===== src/design/qpp_pkg.sv =====
// shared types and constants of the quadrant photodiode position block
`default_nettype none
package qpp_pkg;

	localparam int MAX_CAL_SAMPLES_DEF = 256;
	localparam int SAMPLE_BITS_DEF     = 10;
	localparam int CHANNELS            = 4;
	localparam int Q8_SHIFT            = 8;
	localparam int OFFSET_SCALE        = 1000;
	localparam int OFFSET_W            = 11;

	// channel order within an item
	localparam logic [1:0] CH_TOP_RIGHT    = 2'd0;
	localparam logic [1:0] CH_TOP_LEFT     = 2'd1;
	localparam logic [1:0] CH_BOTTOM_LEFT  = 2'd2;
	localparam logic [1:0] CH_BOTTOM_RIGHT = 2'd3;

	typedef enum logic [1:0] {
		FUNC_DARK   = 2'd0,
		FUNC_CENTRE = 2'd1,
		FUNC_FINISH = 2'd2,
		FUNC_TRACK  = 2'd3
	} func_t;

endpackage
`default_nettype wire


===== src/design/quad_photodiode_position_top.sv =====
// top level of the quadrant photodiode position block
//
// Each input transaction carries a func code in s_tuser and four converter samples in s_tdata.
// Dark and centred samples are summed in the cycle they arrive. Finish calibration runs up to
// twelve divisions on one shared restoring divider that yields one quotient bit per cycle. A
// tracking sample runs four bit-serial multiplies and two divisions and then yields one result
// transaction; a total of zero skips the divisions. s_tready is high only while no item is
// at work. The result sits in an output register, so a new item may enter while it waits.
`default_nettype none
module quad_photodiode_position_top #(
	parameter int MAX_CAL_SAMPLES = qpp_pkg::MAX_CAL_SAMPLES_DEF,
	parameter int SAMPLE_BITS     = qpp_pkg::SAMPLE_BITS_DEF
) (
	input  wire logic                                    clk,
	input  wire logic                                    arst_n,
	input  wire logic                                    s_tvalid,
	output logic                                         s_tready,
	// sample_top_right, sample_top_left, sample_bottom_left, sample_bottom_right
	input  wire logic [((4*SAMPLE_BITS+7)/8)*8-1:0]      s_tdata,
	// func
	input  wire logic [1:0]                              s_tuser,
	output logic                                         m_tvalid,
	input  wire logic                                    m_tready,
	// h_offset, v_offset, zero fill
	output logic [23:0]                                  m_tdata,
	// no_signal
	output logic [0:0]                                   m_tuser
);

	localparam int SW   = SAMPLE_BITS;
	localparam int CW   = $clog2(MAX_CAL_SAMPLES + 1);
	localparam int SUMW = SW + CW;
	localparam int GW   = SW + 9;
	localparam int PW   = SW + GW;
	localparam int SGW  = PW - qpp_pkg::Q8_SHIFT;
	localparam int TW   = SGW + 2;
	localparam int W    = 2 * SW + 14;
	localparam int DCW  = $clog2(W);
	localparam int OW   = qpp_pkg::OFFSET_W;

	typedef enum logic [7:0] {
		S_IDLE = 8'b00000001,
		S_DARK = 8'b00000010,
		S_CENT = 8'b00000100,
		S_GAIN = 8'b00001000,
		S_MUL  = 8'b00010000,
		S_HDIV = 8'b00100000,
		S_VDIV = 8'b01000000,
		S_OUT  = 8'b10000000
	} state_t;

	state_t           state_q;
	logic [1:0]       ch_q;
	logic             busy_q;
	logic [DCW-1:0]   cnt_q;
	logic [SUMW-1:0]  dark_sum_q [qpp_pkg::CHANNELS];
	logic [SUMW-1:0]  cent_sum_q [qpp_pkg::CHANNELS];
	logic [CW-1:0]    dark_cnt_q;
	logic [CW-1:0]    cent_cnt_q;
	logic [SW-1:0]    base_q [qpp_pkg::CHANNELS];
	logic [GW-1:0]    gain_q [qpp_pkg::CHANNELS];
	logic             out_valid_q;

	logic [SW-1:0]    smp_q [qpp_pkg::CHANNELS];
	logic [SW-1:0]    resp_q [qpp_pkg::CHANNELS];
	logic [SGW-1:0]   sig_q [qpp_pkg::CHANNELS];
	logic [W-1:0]     rem_q, quo_q, dvs_q;
	logic [SW-1:0]    ma_q;
	logic [PW-1:0]    mb_q, acc_q;
	logic [OW-1:0]    h_q, v_q;
	logic             ns_q;
	logic [23:0]      out_data_q;
	logic             out_user_q;

	logic             accept, done, start, out_load, last_ch;
	logic [DCW-1:0]   last_cnt;
	logic [W:0]       rem_sh;
	logic             ge;
	logic [W-1:0]     rem_nx, quo_nx;
	logic [PW-1:0]    acc_nx;
	logic [W-1:0]     dvd_ld, dvs_ld;
	logic [SW+1:0]    rsum;
	logic [SW-1:0]    refv;
	logic [TW-1:0]    right, left, top, bottom, total;
	logic [TW-1:0]    hmag, vmag;
	logic             hneg, vneg;
	logic [OW-1:0]    qo;
	logic [SW-1:0]    cavg;
	logic [CW-1:0]    dn, cn;

	assign accept   = s_tvalid && s_tready;
	assign s_tready = (state_q == S_IDLE);
	assign last_ch  = (ch_q == qpp_pkg::CH_BOTTOM_RIGHT);
	assign out_load = (state_q == S_OUT) && (!out_valid_q || m_tready);

	// serial step of the divider and of the multiplier
	assign last_cnt = (state_q == S_MUL) ? DCW'(SW - 1) : DCW'(W - 1);
	assign done     = busy_q && (cnt_q == last_cnt);
	assign rem_sh   = {rem_q, quo_q[W-1]};
	assign ge       = (rem_sh >= {1'b0, dvs_q});
	assign rem_nx   = ge ? W'(rem_sh - {1'b0, dvs_q}) : rem_sh[W-1:0];
	assign quo_nx   = {quo_q[W-2:0], ge};
	assign acc_nx   = acc_q + (ma_q[0] ? mb_q : '0);

	// averages treat a zero count as one
	assign dn   = (dark_cnt_q == '0) ? CW'(1) : dark_cnt_q;
	assign cn   = (cent_cnt_q == '0) ? CW'(1) : cent_cnt_q;
	assign cavg = quo_nx[SW-1:0];

	// mean reference response, zero taken as one
	assign rsum = (SW+2)'(resp_q[0]) + (SW+2)'(resp_q[1]) + (SW+2)'(resp_q[2])
		+ (SW+2)'(resp_q[3]);
	assign refv = (rsum[SW+1:2] == '0) ? SW'(1) : rsum[SW+1:2];

	// quadrant sums and signed differences as magnitude and sign
	assign right  = TW'(sig_q[qpp_pkg::CH_TOP_RIGHT]) + TW'(sig_q[qpp_pkg::CH_BOTTOM_RIGHT]);
	assign left   = TW'(sig_q[qpp_pkg::CH_TOP_LEFT]) + TW'(sig_q[qpp_pkg::CH_BOTTOM_LEFT]);
	assign top    = TW'(sig_q[qpp_pkg::CH_TOP_RIGHT]) + TW'(sig_q[qpp_pkg::CH_TOP_LEFT]);
	assign bottom = TW'(sig_q[qpp_pkg::CH_BOTTOM_LEFT]) + TW'(sig_q[qpp_pkg::CH_BOTTOM_RIGHT]);
	assign total  = right + left;
	assign hneg   = (left > right);
	assign vneg   = (bottom > top);
	assign hmag   = hneg ? (left - right) : (right - left);
	assign vmag   = vneg ? (bottom - top) : (top - bottom);
	assign qo     = quo_nx[OW-1:0];

	// operands for the next run of the serial unit
	always_comb begin
		start  = 1'b0;
		dvd_ld = '0;
		dvs_ld = '0;
		case (state_q)
			S_DARK: begin
				start  = !busy_q;
				dvd_ld = W'(dark_sum_q[ch_q]);
				dvs_ld = W'(dn);
			end
			S_CENT: begin
				start  = !busy_q;
				dvd_ld = W'(cent_sum_q[ch_q]);
				dvs_ld = W'(cn);
			end
			S_GAIN: begin
				start  = !busy_q && (resp_q[ch_q] != '0);
				dvd_ld = W'({refv, 8'd0}) + W'(resp_q[ch_q] >> 1);
				dvs_ld = W'(resp_q[ch_q]);
			end
			S_MUL: begin
				start = !busy_q;
			end
			S_HDIV: begin
				start  = !busy_q && (total != '0);
				dvd_ld = W'(hmag) * W'(qpp_pkg::OFFSET_SCALE);
				dvs_ld = W'(total);
			end
			S_VDIV: begin
				start  = !busy_q;
				dvd_ld = W'(vmag) * W'(qpp_pkg::OFFSET_SCALE);
				dvs_ld = W'(total);
			end
			default: begin
				start = 1'b0;
			end
		endcase
	end

	// sequencer and calibration state
	always_ff @(posedge clk or negedge arst_n) begin
		if (!arst_n) begin
			state_q     <= S_IDLE;
			ch_q        <= '0;
			busy_q      <= 1'b0;
			cnt_q       <= '0;
			dark_cnt_q  <= '0;
			cent_cnt_q  <= '0;
			out_valid_q <= 1'b0;
			for (int c = 0; c < qpp_pkg::CHANNELS; c++) begin
				dark_sum_q[c] <= '0;
				cent_sum_q[c] <= '0;
				base_q[c]     <= '0;
				gain_q[c]     <= GW'(256);
			end
		end else begin
			// result register holds until its transaction completes
			if (out_load)
				out_valid_q <= 1'b1;
			else if (m_tready)
				out_valid_q <= 1'b0;
			if (start) begin
				busy_q <= 1'b1;
				cnt_q  <= '0;
			end else if (busy_q) begin
				cnt_q <= cnt_q + DCW'(1);
				if (done)
					busy_q <= 1'b0;
			end
			case (state_q)
				S_IDLE: begin
					if (accept) begin
						ch_q <= '0;
						case (qpp_pkg::func_t'(s_tuser))
							qpp_pkg::FUNC_DARK: begin
								if (dark_cnt_q < CW'(MAX_CAL_SAMPLES)) begin
									for (int c = 0; c < qpp_pkg::CHANNELS; c++)
										dark_sum_q[c] <= dark_sum_q[c]
											+ SUMW'(s_tdata[c*SW +: SW]);
									dark_cnt_q <= dark_cnt_q + CW'(1);
								end
							end
							qpp_pkg::FUNC_CENTRE: begin
								if (cent_cnt_q < CW'(MAX_CAL_SAMPLES)) begin
									for (int c = 0; c < qpp_pkg::CHANNELS; c++)
										cent_sum_q[c] <= cent_sum_q[c]
											+ SUMW'(s_tdata[c*SW +: SW]);
									cent_cnt_q <= cent_cnt_q + CW'(1);
								end
							end
							qpp_pkg::FUNC_FINISH: state_q <= S_DARK;
							qpp_pkg::FUNC_TRACK:  state_q <= S_MUL;
							default:              state_q <= S_IDLE;
						endcase
					end
				end
				S_DARK: begin
					if (done) begin
						base_q[ch_q] <= quo_nx[SW-1:0];
						state_q      <= S_CENT;
					end
				end
				S_CENT: begin
					if (done) begin
						ch_q    <= ch_q + 2'd1;
						state_q <= last_ch ? S_GAIN : S_DARK;
					end
				end
				S_GAIN: begin
					if ((!busy_q && resp_q[ch_q] == '0) || done) begin
						gain_q[ch_q] <= done ? quo_nx[GW-1:0] : GW'(256);
						ch_q         <= ch_q + 2'd1;
						if (last_ch) begin
							state_q    <= S_IDLE;
							dark_cnt_q <= '0;
							cent_cnt_q <= '0;
							for (int c = 0; c < qpp_pkg::CHANNELS; c++) begin
								dark_sum_q[c] <= '0;
								cent_sum_q[c] <= '0;
							end
						end
					end
				end
				S_MUL: begin
					if (done) begin
						ch_q <= ch_q + 2'd1;
						if (last_ch)
							state_q <= S_HDIV;
					end
				end
				S_HDIV: begin
					if (!busy_q && total == '0)
						state_q <= S_OUT;
					else if (done)
						state_q <= S_VDIV;
				end
				S_VDIV: begin
					if (done)
						state_q <= S_OUT;
				end
				S_OUT: begin
					if (out_load)
						state_q <= S_IDLE;
				end
				default: state_q <= S_IDLE;
			endcase
		end
	end

	// datapath registers of the serial unit and the result
	always_ff @(posedge clk) begin
		if (accept) begin
			for (int c = 0; c < qpp_pkg::CHANNELS; c++)
				smp_q[c] <= s_tdata[c*SW +: SW];
		end
		if (start) begin
			rem_q <= '0;
			quo_q <= dvd_ld;
			dvs_q <= dvs_ld;
			acc_q <= '0;
			ma_q  <= (smp_q[ch_q] < base_q[ch_q]) ? (base_q[ch_q] - smp_q[ch_q]) : '0;
			mb_q  <= PW'(gain_q[ch_q]);
		end else if (busy_q) begin
			rem_q <= rem_nx;
			quo_q <= quo_nx;
			acc_q <= acc_nx;
			ma_q  <= ma_q >> 1;
			mb_q  <= mb_q << 1;
		end
		if (done && state_q == S_CENT)
			resp_q[ch_q] <= (cavg < base_q[ch_q]) ? (base_q[ch_q] - cavg) : '0;
		if (done && state_q == S_MUL)
			sig_q[ch_q] <= acc_nx[PW-1:qpp_pkg::Q8_SHIFT];
		if (state_q == S_HDIV && !busy_q && !start) begin
			h_q  <= '0;
			v_q  <= '0;
			ns_q <= 1'b1;
		end
		if (done && state_q == S_HDIV) begin
			h_q  <= hneg ? (OW'(0) - qo) : qo;
			ns_q <= 1'b0;
		end
		if (done && state_q == S_VDIV)
			v_q <= vneg ? (OW'(0) - qo) : qo;
		if (out_load) begin
			out_data_q <= {2'b00, v_q, h_q};
			out_user_q <= ns_q;
		end
	end

	assign m_tvalid = out_valid_q;
	assign m_tdata  = out_data_q;
	assign m_tuser  = out_user_q;

endmodule
`default_nettype wire


===== config.mk =====
export PLATFORM = sky130hd
export DESIGN_NAME = quad_photodiode_position_top
export DESIGN_NICKNAME = d
export VERILOG_FILES = /design/src/design/qpp_pkg.sv /design/src/design/quad_photodiode_position_top.sv
export SDC_FILE = /design/constraint.sdc
export NUM_CORES = 2
export LEC_CHECK = 0
export BUFFER_PORTS_ARGS = -buffer_cell sky130_fd_sc_hd__clkbuf_2
export CORE_ASPECT_RATIO = 1.1
export CORE_MARGIN = 1
export CORE_UTILIZATION = 65
export DETAILED_ROUTE_END_ITERATION = 10
export PLACE_DENSITY = 0.82
export SLEW_MARGIN = 10
export SYNTH_ARGS = -nofsm -noshare
export SYNTH_HDL_FRONTEND = slang
export SYNTH_SLANG_ARGS = --single-unit
export TNS_END_PERCENT = 50

===== constraint.sdc =====
create_clock -name clk -period 18 [get_ports clk]
set_input_delay 0.9 -clock clk [delete_from_list [all_inputs] [get_ports clk]]
set_output_delay 0.9 -clock clk [all_outputs]
set_load 0.02 [all_outputs]

### Word level (Yosys, flattened, before mapping)

Memories as Yosys holds them, arrays and structs flattened.
Index checks and enable logic that the tools add are counted.

* bits in registers: 520
* latch bits: 0
* memory bits (writable): 164
* ROM bits: 0
* output and inout port bits: 27
* memories kept: 3

Memory list
* sig_q: depth 4, width 21, read ports 4, clocked after Yosys merged registers in 0, write ports 1, RTL line quad_photodiode_position_top.sv:66 `logic [SGW-1:0] sig_q [qpp_pkg::CHANNELS];`
* resp_q: depth 4, width 10, read ports 5, clocked after Yosys merged registers in 0, write ports 1, RTL line quad_photodiode_position_top.sv:65 `logic [SW-1:0] resp_q [qpp_pkg::CHANNELS];`
* smp_q: depth 4, width 10, read ports 1, clocked after Yosys merged registers in 0, write ports 4, RTL line quad_photodiode_position_top.sv:64 `logic [SW-1:0] smp_q [qpp_pkg::CHANNELS];`

* add/sub/neg operators: 30
* $mul: 2
* divide/modulo/power cells: 0
* $lt $le $gt $ge: 9
* eq/ne operators: 29
* shift-type cells: 0
* multiplexer cells: 94
* bitwise gates (word level): 1
* reductions and logical operators: 42

Operators by type and width (number)
* two-way mux 76 bit: 8
* case mux 76 bit (2 select lines): 2
* two-way mux 19 bit: 10
* case mux 33 bit (5 select lines): 1
* adder 19 x 10 -> 19 bit: 8
* binary-select mux 19 bit (select 2 bit): 3
* two-way mux 34 bit: 3
* case mux 23 bit (4 select lines): 1
* subtractor 22 x 22 -> 23 bit: 4
* two-way mux 9 bit: 10
* adder 21 x 21 -> 22 bit: 4
* two-way mux 8 bit: 11
* two-way mux 10 bit: 8
* bitwise mux 76 bit: 1
* case mux 8 bit (8 select lines): 1
* multiplier 23 x 7 -> 30 bit (second input constant): 2
* two-way mux 11 bit: 5
* two-way mux 23 bit: 2
* greater-than comparator 22 bit: 2
* bitwise mux 40 bit: 1
* demux 19 bit (select 2 bit): 1
* case mux 9 bit (2 select lines): 2
* greater-or-equal comparator 35 x 34 -> 1 bit: 1
* subtractor 34 bit: 1
* 58 further kinds: 115

### Logic depth before layout (Yosys ltp)

An unclocked memory read counts as a cell.

* depth in word-level cells: 10
* mapped depth: 47

### Worst setup path after synthesis

No wires, ideal clock.

* path type: reg-to-reg
* from: memory sig_q[3][0] (netlist name)
* to: register quo_q[32], data pin
* library setup time: 0.260 ns
* arrival: 9.855 ns
* data required time: 17.740 ns
* slack: 7.884 ns
* stages on the path, launching flop included: 43
* period minus slack after synthesis: 10.116 ns
* path through: edfxtp_1 > ha_1 > fa_1 > a21o_1 > a21oi_1 > o21bai_1 > a21oi_1 > o21bai_1 > a21oi_1 > a211o_1 > a31oi_1 > a21o_1 > a21o_1 > xor2_1 > ha_1 > or4_1 > nor3_1 > and3_1 > (+7 left out) > xnor2_1 > inv_1 > fa_1 > fa_1 > fa_1 > fa_1 > inv_1 > ha_1 > a21o_1 > a21oi_1 > o21ai_0 > or3_1 > a311o_1 > a21o_1 > a21oi_1 > xnor2_1 > o22ai_1 > mux2_4

RTL lines
* start: declaration: RTL line quad_photodiode_position_top.sv:66
* end signal: assignment: RTL line quad_photodiode_position_top.sv:285 `quo_q <= dvd_ld;`
* end signal: assignment: RTL line quad_photodiode_position_top.sv:292 `quo_q <= quo_nx;`
* end: declaration: RTL line quad_photodiode_position_top.sv:67 `logic [W-1:0] rem_q, quo_q, dvs_q;`

==> flow_summary.json <==
{
  "status": "completed",
  "fin_cells": 6642,
  "firstDrtPassIters": 8,
  "p_leak_nw": 25.2,
  "ys.warnings.count": 0,
  "period_needed_ns": 12.07,
  "relSlewSlack": 0.197,
  "grt_max_degree": 98,
  "dpl.cell_count": 6506,
  "grt_use_total": 0.367,
  "core_um2": 80700,
  "required_ns": 18.40,
  "cts.sinks": 673,
  "grt-ovfl-total": 0,
  "powerDensity_nw_per_um2": 123,
  "netlist_area_um2": 53300,
  "viasPerCell": 6.47,
  "worstMarginPinSlew_ns": 1.20,
  "synth_cell_type_count": 106,
  "num_vias": 43000,
  "final_hold_viol_count": 0,
  "cp-end-kind": "flop",
  "path_clk_slew_ns": 0.06,
  "cts.repair.resized": 0,
  "clockBufferDepth": 3,
  "wire_per_inst_um": 22.5,
  "ctsRootBufferMaster": "clkbuf_16",
  "drt_iter0_drc": 3654,
  "ctsHoldBuffers": 0,
  "syn_inst": 5535,
  "syn_area_per_cell_um2": 9.63,
  "ant_nets": 0,
  "layout_commonest_cell": "nand2_1",
  "cts_setup_buffers": 0,
  "initial_core_util": 0.660,
  "rows": 109,
  "hold_class": "input port to async pin",
  "timing.fmax_mhz": 82.9,
  "p_sw_mw": 2.79,
  "grt_pass1_vias": 43400,
  "period_share": 0.670,
  "slew_violations": 0,
  "slowest_stage": "or2_2",
  "final_cell_mix": "617 x nand2_1, 483 x ha_1, 468 x inv_1",
  "io_buffers": 70,
  "ys_ff_latch": 673,
  "layout.nets": 6241,
  "grt_pass1_wl_um": 237000,
  "die_h_um": 302,
  "cpMostUsedCell": "a21o_1",
  "worstSetupPathType": "flop to flop",
  "pin_count": 73,
  "drive_above_1_share": 0.0842,
  "dieArea_um2": 83100,
  "async_flop_share": 0.452,
  "p_seq_frac": 0.327,
  "drv_cap": 0,
  "p_sw_frac": 0.396,
  "ys_seq_area_frac": 0.337,
  "hpwl_um": 113000,
  "fin_setup_tns_ns": 0,
  "cts_tree": "done",
  "numCtsBuffers": 73,
  "drt_wl_total_um": 150000,
  "rsz0062_at_grt": "false",
  "intPower_mw": 4.25,
  "place.gp.congestion": 1.01,
  "critPathArrivalTime_ns": 12.47,
  "clock_latency_ns": 0.67,
  "synth-edff-count": 295,
  "start_kind": "flop",
  "antenna_found_initial": 2,
  "syn2layout_area_growth_pct": 7.13,
  "h-tree-depth": 3,
  "setup_viol": 0,
  "path_max_fanout": 46,
  "hold_slack_ns": 0.256,
  "cpPeakStageDelay_ns": 0.81,
  "clkPwrFrac": 0.231,
  "die_w_um": 275,
  "power_frac_comb": 0.442,
  "ir_worst_vdd_mv": 0.122,
  "synth-main-ff-cell": "dfrtp_1",
  "skew_ns": 0.0478,
  "route.detailed.drc": 0
}
==> path summary, 6_finish.rpt <==
check,startpoint,to,slack (ns),depth (start not counted)
max,sig_q[3][1],quo_q[32],5.93,39
min,arst_n,dark_sum_q[20],0.26,1
max reg2reg,sig_q[3][1],quo_q[32],5.93,39
min reg2reg,v_q[0],m_tdata[11],0.41,0
max in group asynchronous,arst_n,busy_q,15.28,3
min in group clk,v_q[0],m_tdata[11],0.41,0
==> metrics by stage <==
step	setup WS, ns	area [um^2]	power [mW]	utilization
after global placement	6.42	54500	5.23	0.675
after CTS	6.19	57100	7.00	0.707
final	5.93	57100	7.04	0.707
after global routing	5.21	57100	7.47	0.707
after detailed placement	6.26	54500	5.35	0.675
after floorplan	7.88	53300	4.53	-
==> cells in the mapped netlist, drive strengths merged, types with 13 or more instances <==
master,n,area share
o21bai,84,0.012
mux2i,46,0.0086
o21a,34,0.0048
nor2b,50,0.0059
a22o,31,0.0051
a211oi,29,0.0041
a21oi,362,0.034
nor2,302,0.022
o21ai,416,0.039
a31oi,33,0.0039
mux2,45,0.012
o211ai,37,0.0053
o31ai,75,0.011
nor4,25,0.0033
nand2b,38,0.0045
mux4,87,0.037
dfxtp,74,0.028
and3,50,0.0059
a21o,130,0.018
dfrtp,299,0.14
nand3,96,0.0090
and2,53,0.0062
fa,185,0.070
o2111ai,13,0.0021
clkbuf,127,0.0089
xor2,146,0.024
a21boi,17,0.0024
ha,483,0.11
a22oi,19,0.0027
inv,478,0.034
nand2,619,0.044
xnor2,287,0.049
buf,70,0.0077
or2,26,0.0031
nor3,70,0.0068
nand4,56,0.0066
or3,50,0.0059
edfxtp,295,0.17
==> power by group through the flow <==
stage	combinational, mW	sequential, mW	clock [mW]
floorplan	2.33	2.19	0
finish	3.11	2.30	1.63
CTS	3.07	2.30	1.63
detailed placement	3.04	2.32	0
global placement	2.93	2.30	0
global route	3.44	2.34	1.69
==> worst max-delay path, delay by kind of cell, from the launching register on <==
family,cells,cell delay [ns]
AOI/OAI and AO/OA,16,3.94
xor gates and xnor gates,5,1.28
adders and majority gates,6,2.82
buffers and inverters,1,0.05
DFF,1,0.49
muxes,2,0.55
and+or+nand+nor,9,2.66
==> state kept, by name (all words and copies together), names as in the netlist, 29 cells and up <==
name and cells:
rem_q 34, base_q 40, resp_q 40, gain_q 76
cent_sum_q 76, sig_q 84, smp_q 40, mb_q 29
quo_q 34, dark_sum_q 76, acc_q 29
==> logic make-up after synthesis <==
family                     count (synthesis)  synth area share
and+or+nand+nor                         1492             0.131
AOI/OAI and AO/OA                       1400             0.165
adders and majority gates                678             0.185
other                                      1         0.0000704
xor gates and xnor gates                 433            0.0738
DFF                                      673             0.337
muxes                                    178            0.0572
buffers and inverters                    680            0.0507
==> layout make-up <==
class / count / area [um^2]
Sequential cell: 673 / 18000
Fill cell: 5969 / 23700
Multi-Input combinational cell: 4183 / 32700
Inverter: 483 / 1820
Antenna cell: 3 / 7.51
Timing Repair Buffer: 113 / 683
Clock buffer: 95 / 2040
Clock inverter: 38 / 533
Tap cell: 1054 / 1320
==> per-layer routing <==
layer	wire length [um]	up-vias	GRT usage	share of wire
met5	13	-	0	0.000087
met4	9400	2	0.211	0.063
met3	10900	492	0.0550	0.073
met2	71800	1996	0.613	0.48
met1	57600	20900	0.455	0.38
li1	-	19600	-	-
No activity file was read; power rests on OpenSTA's default activity.
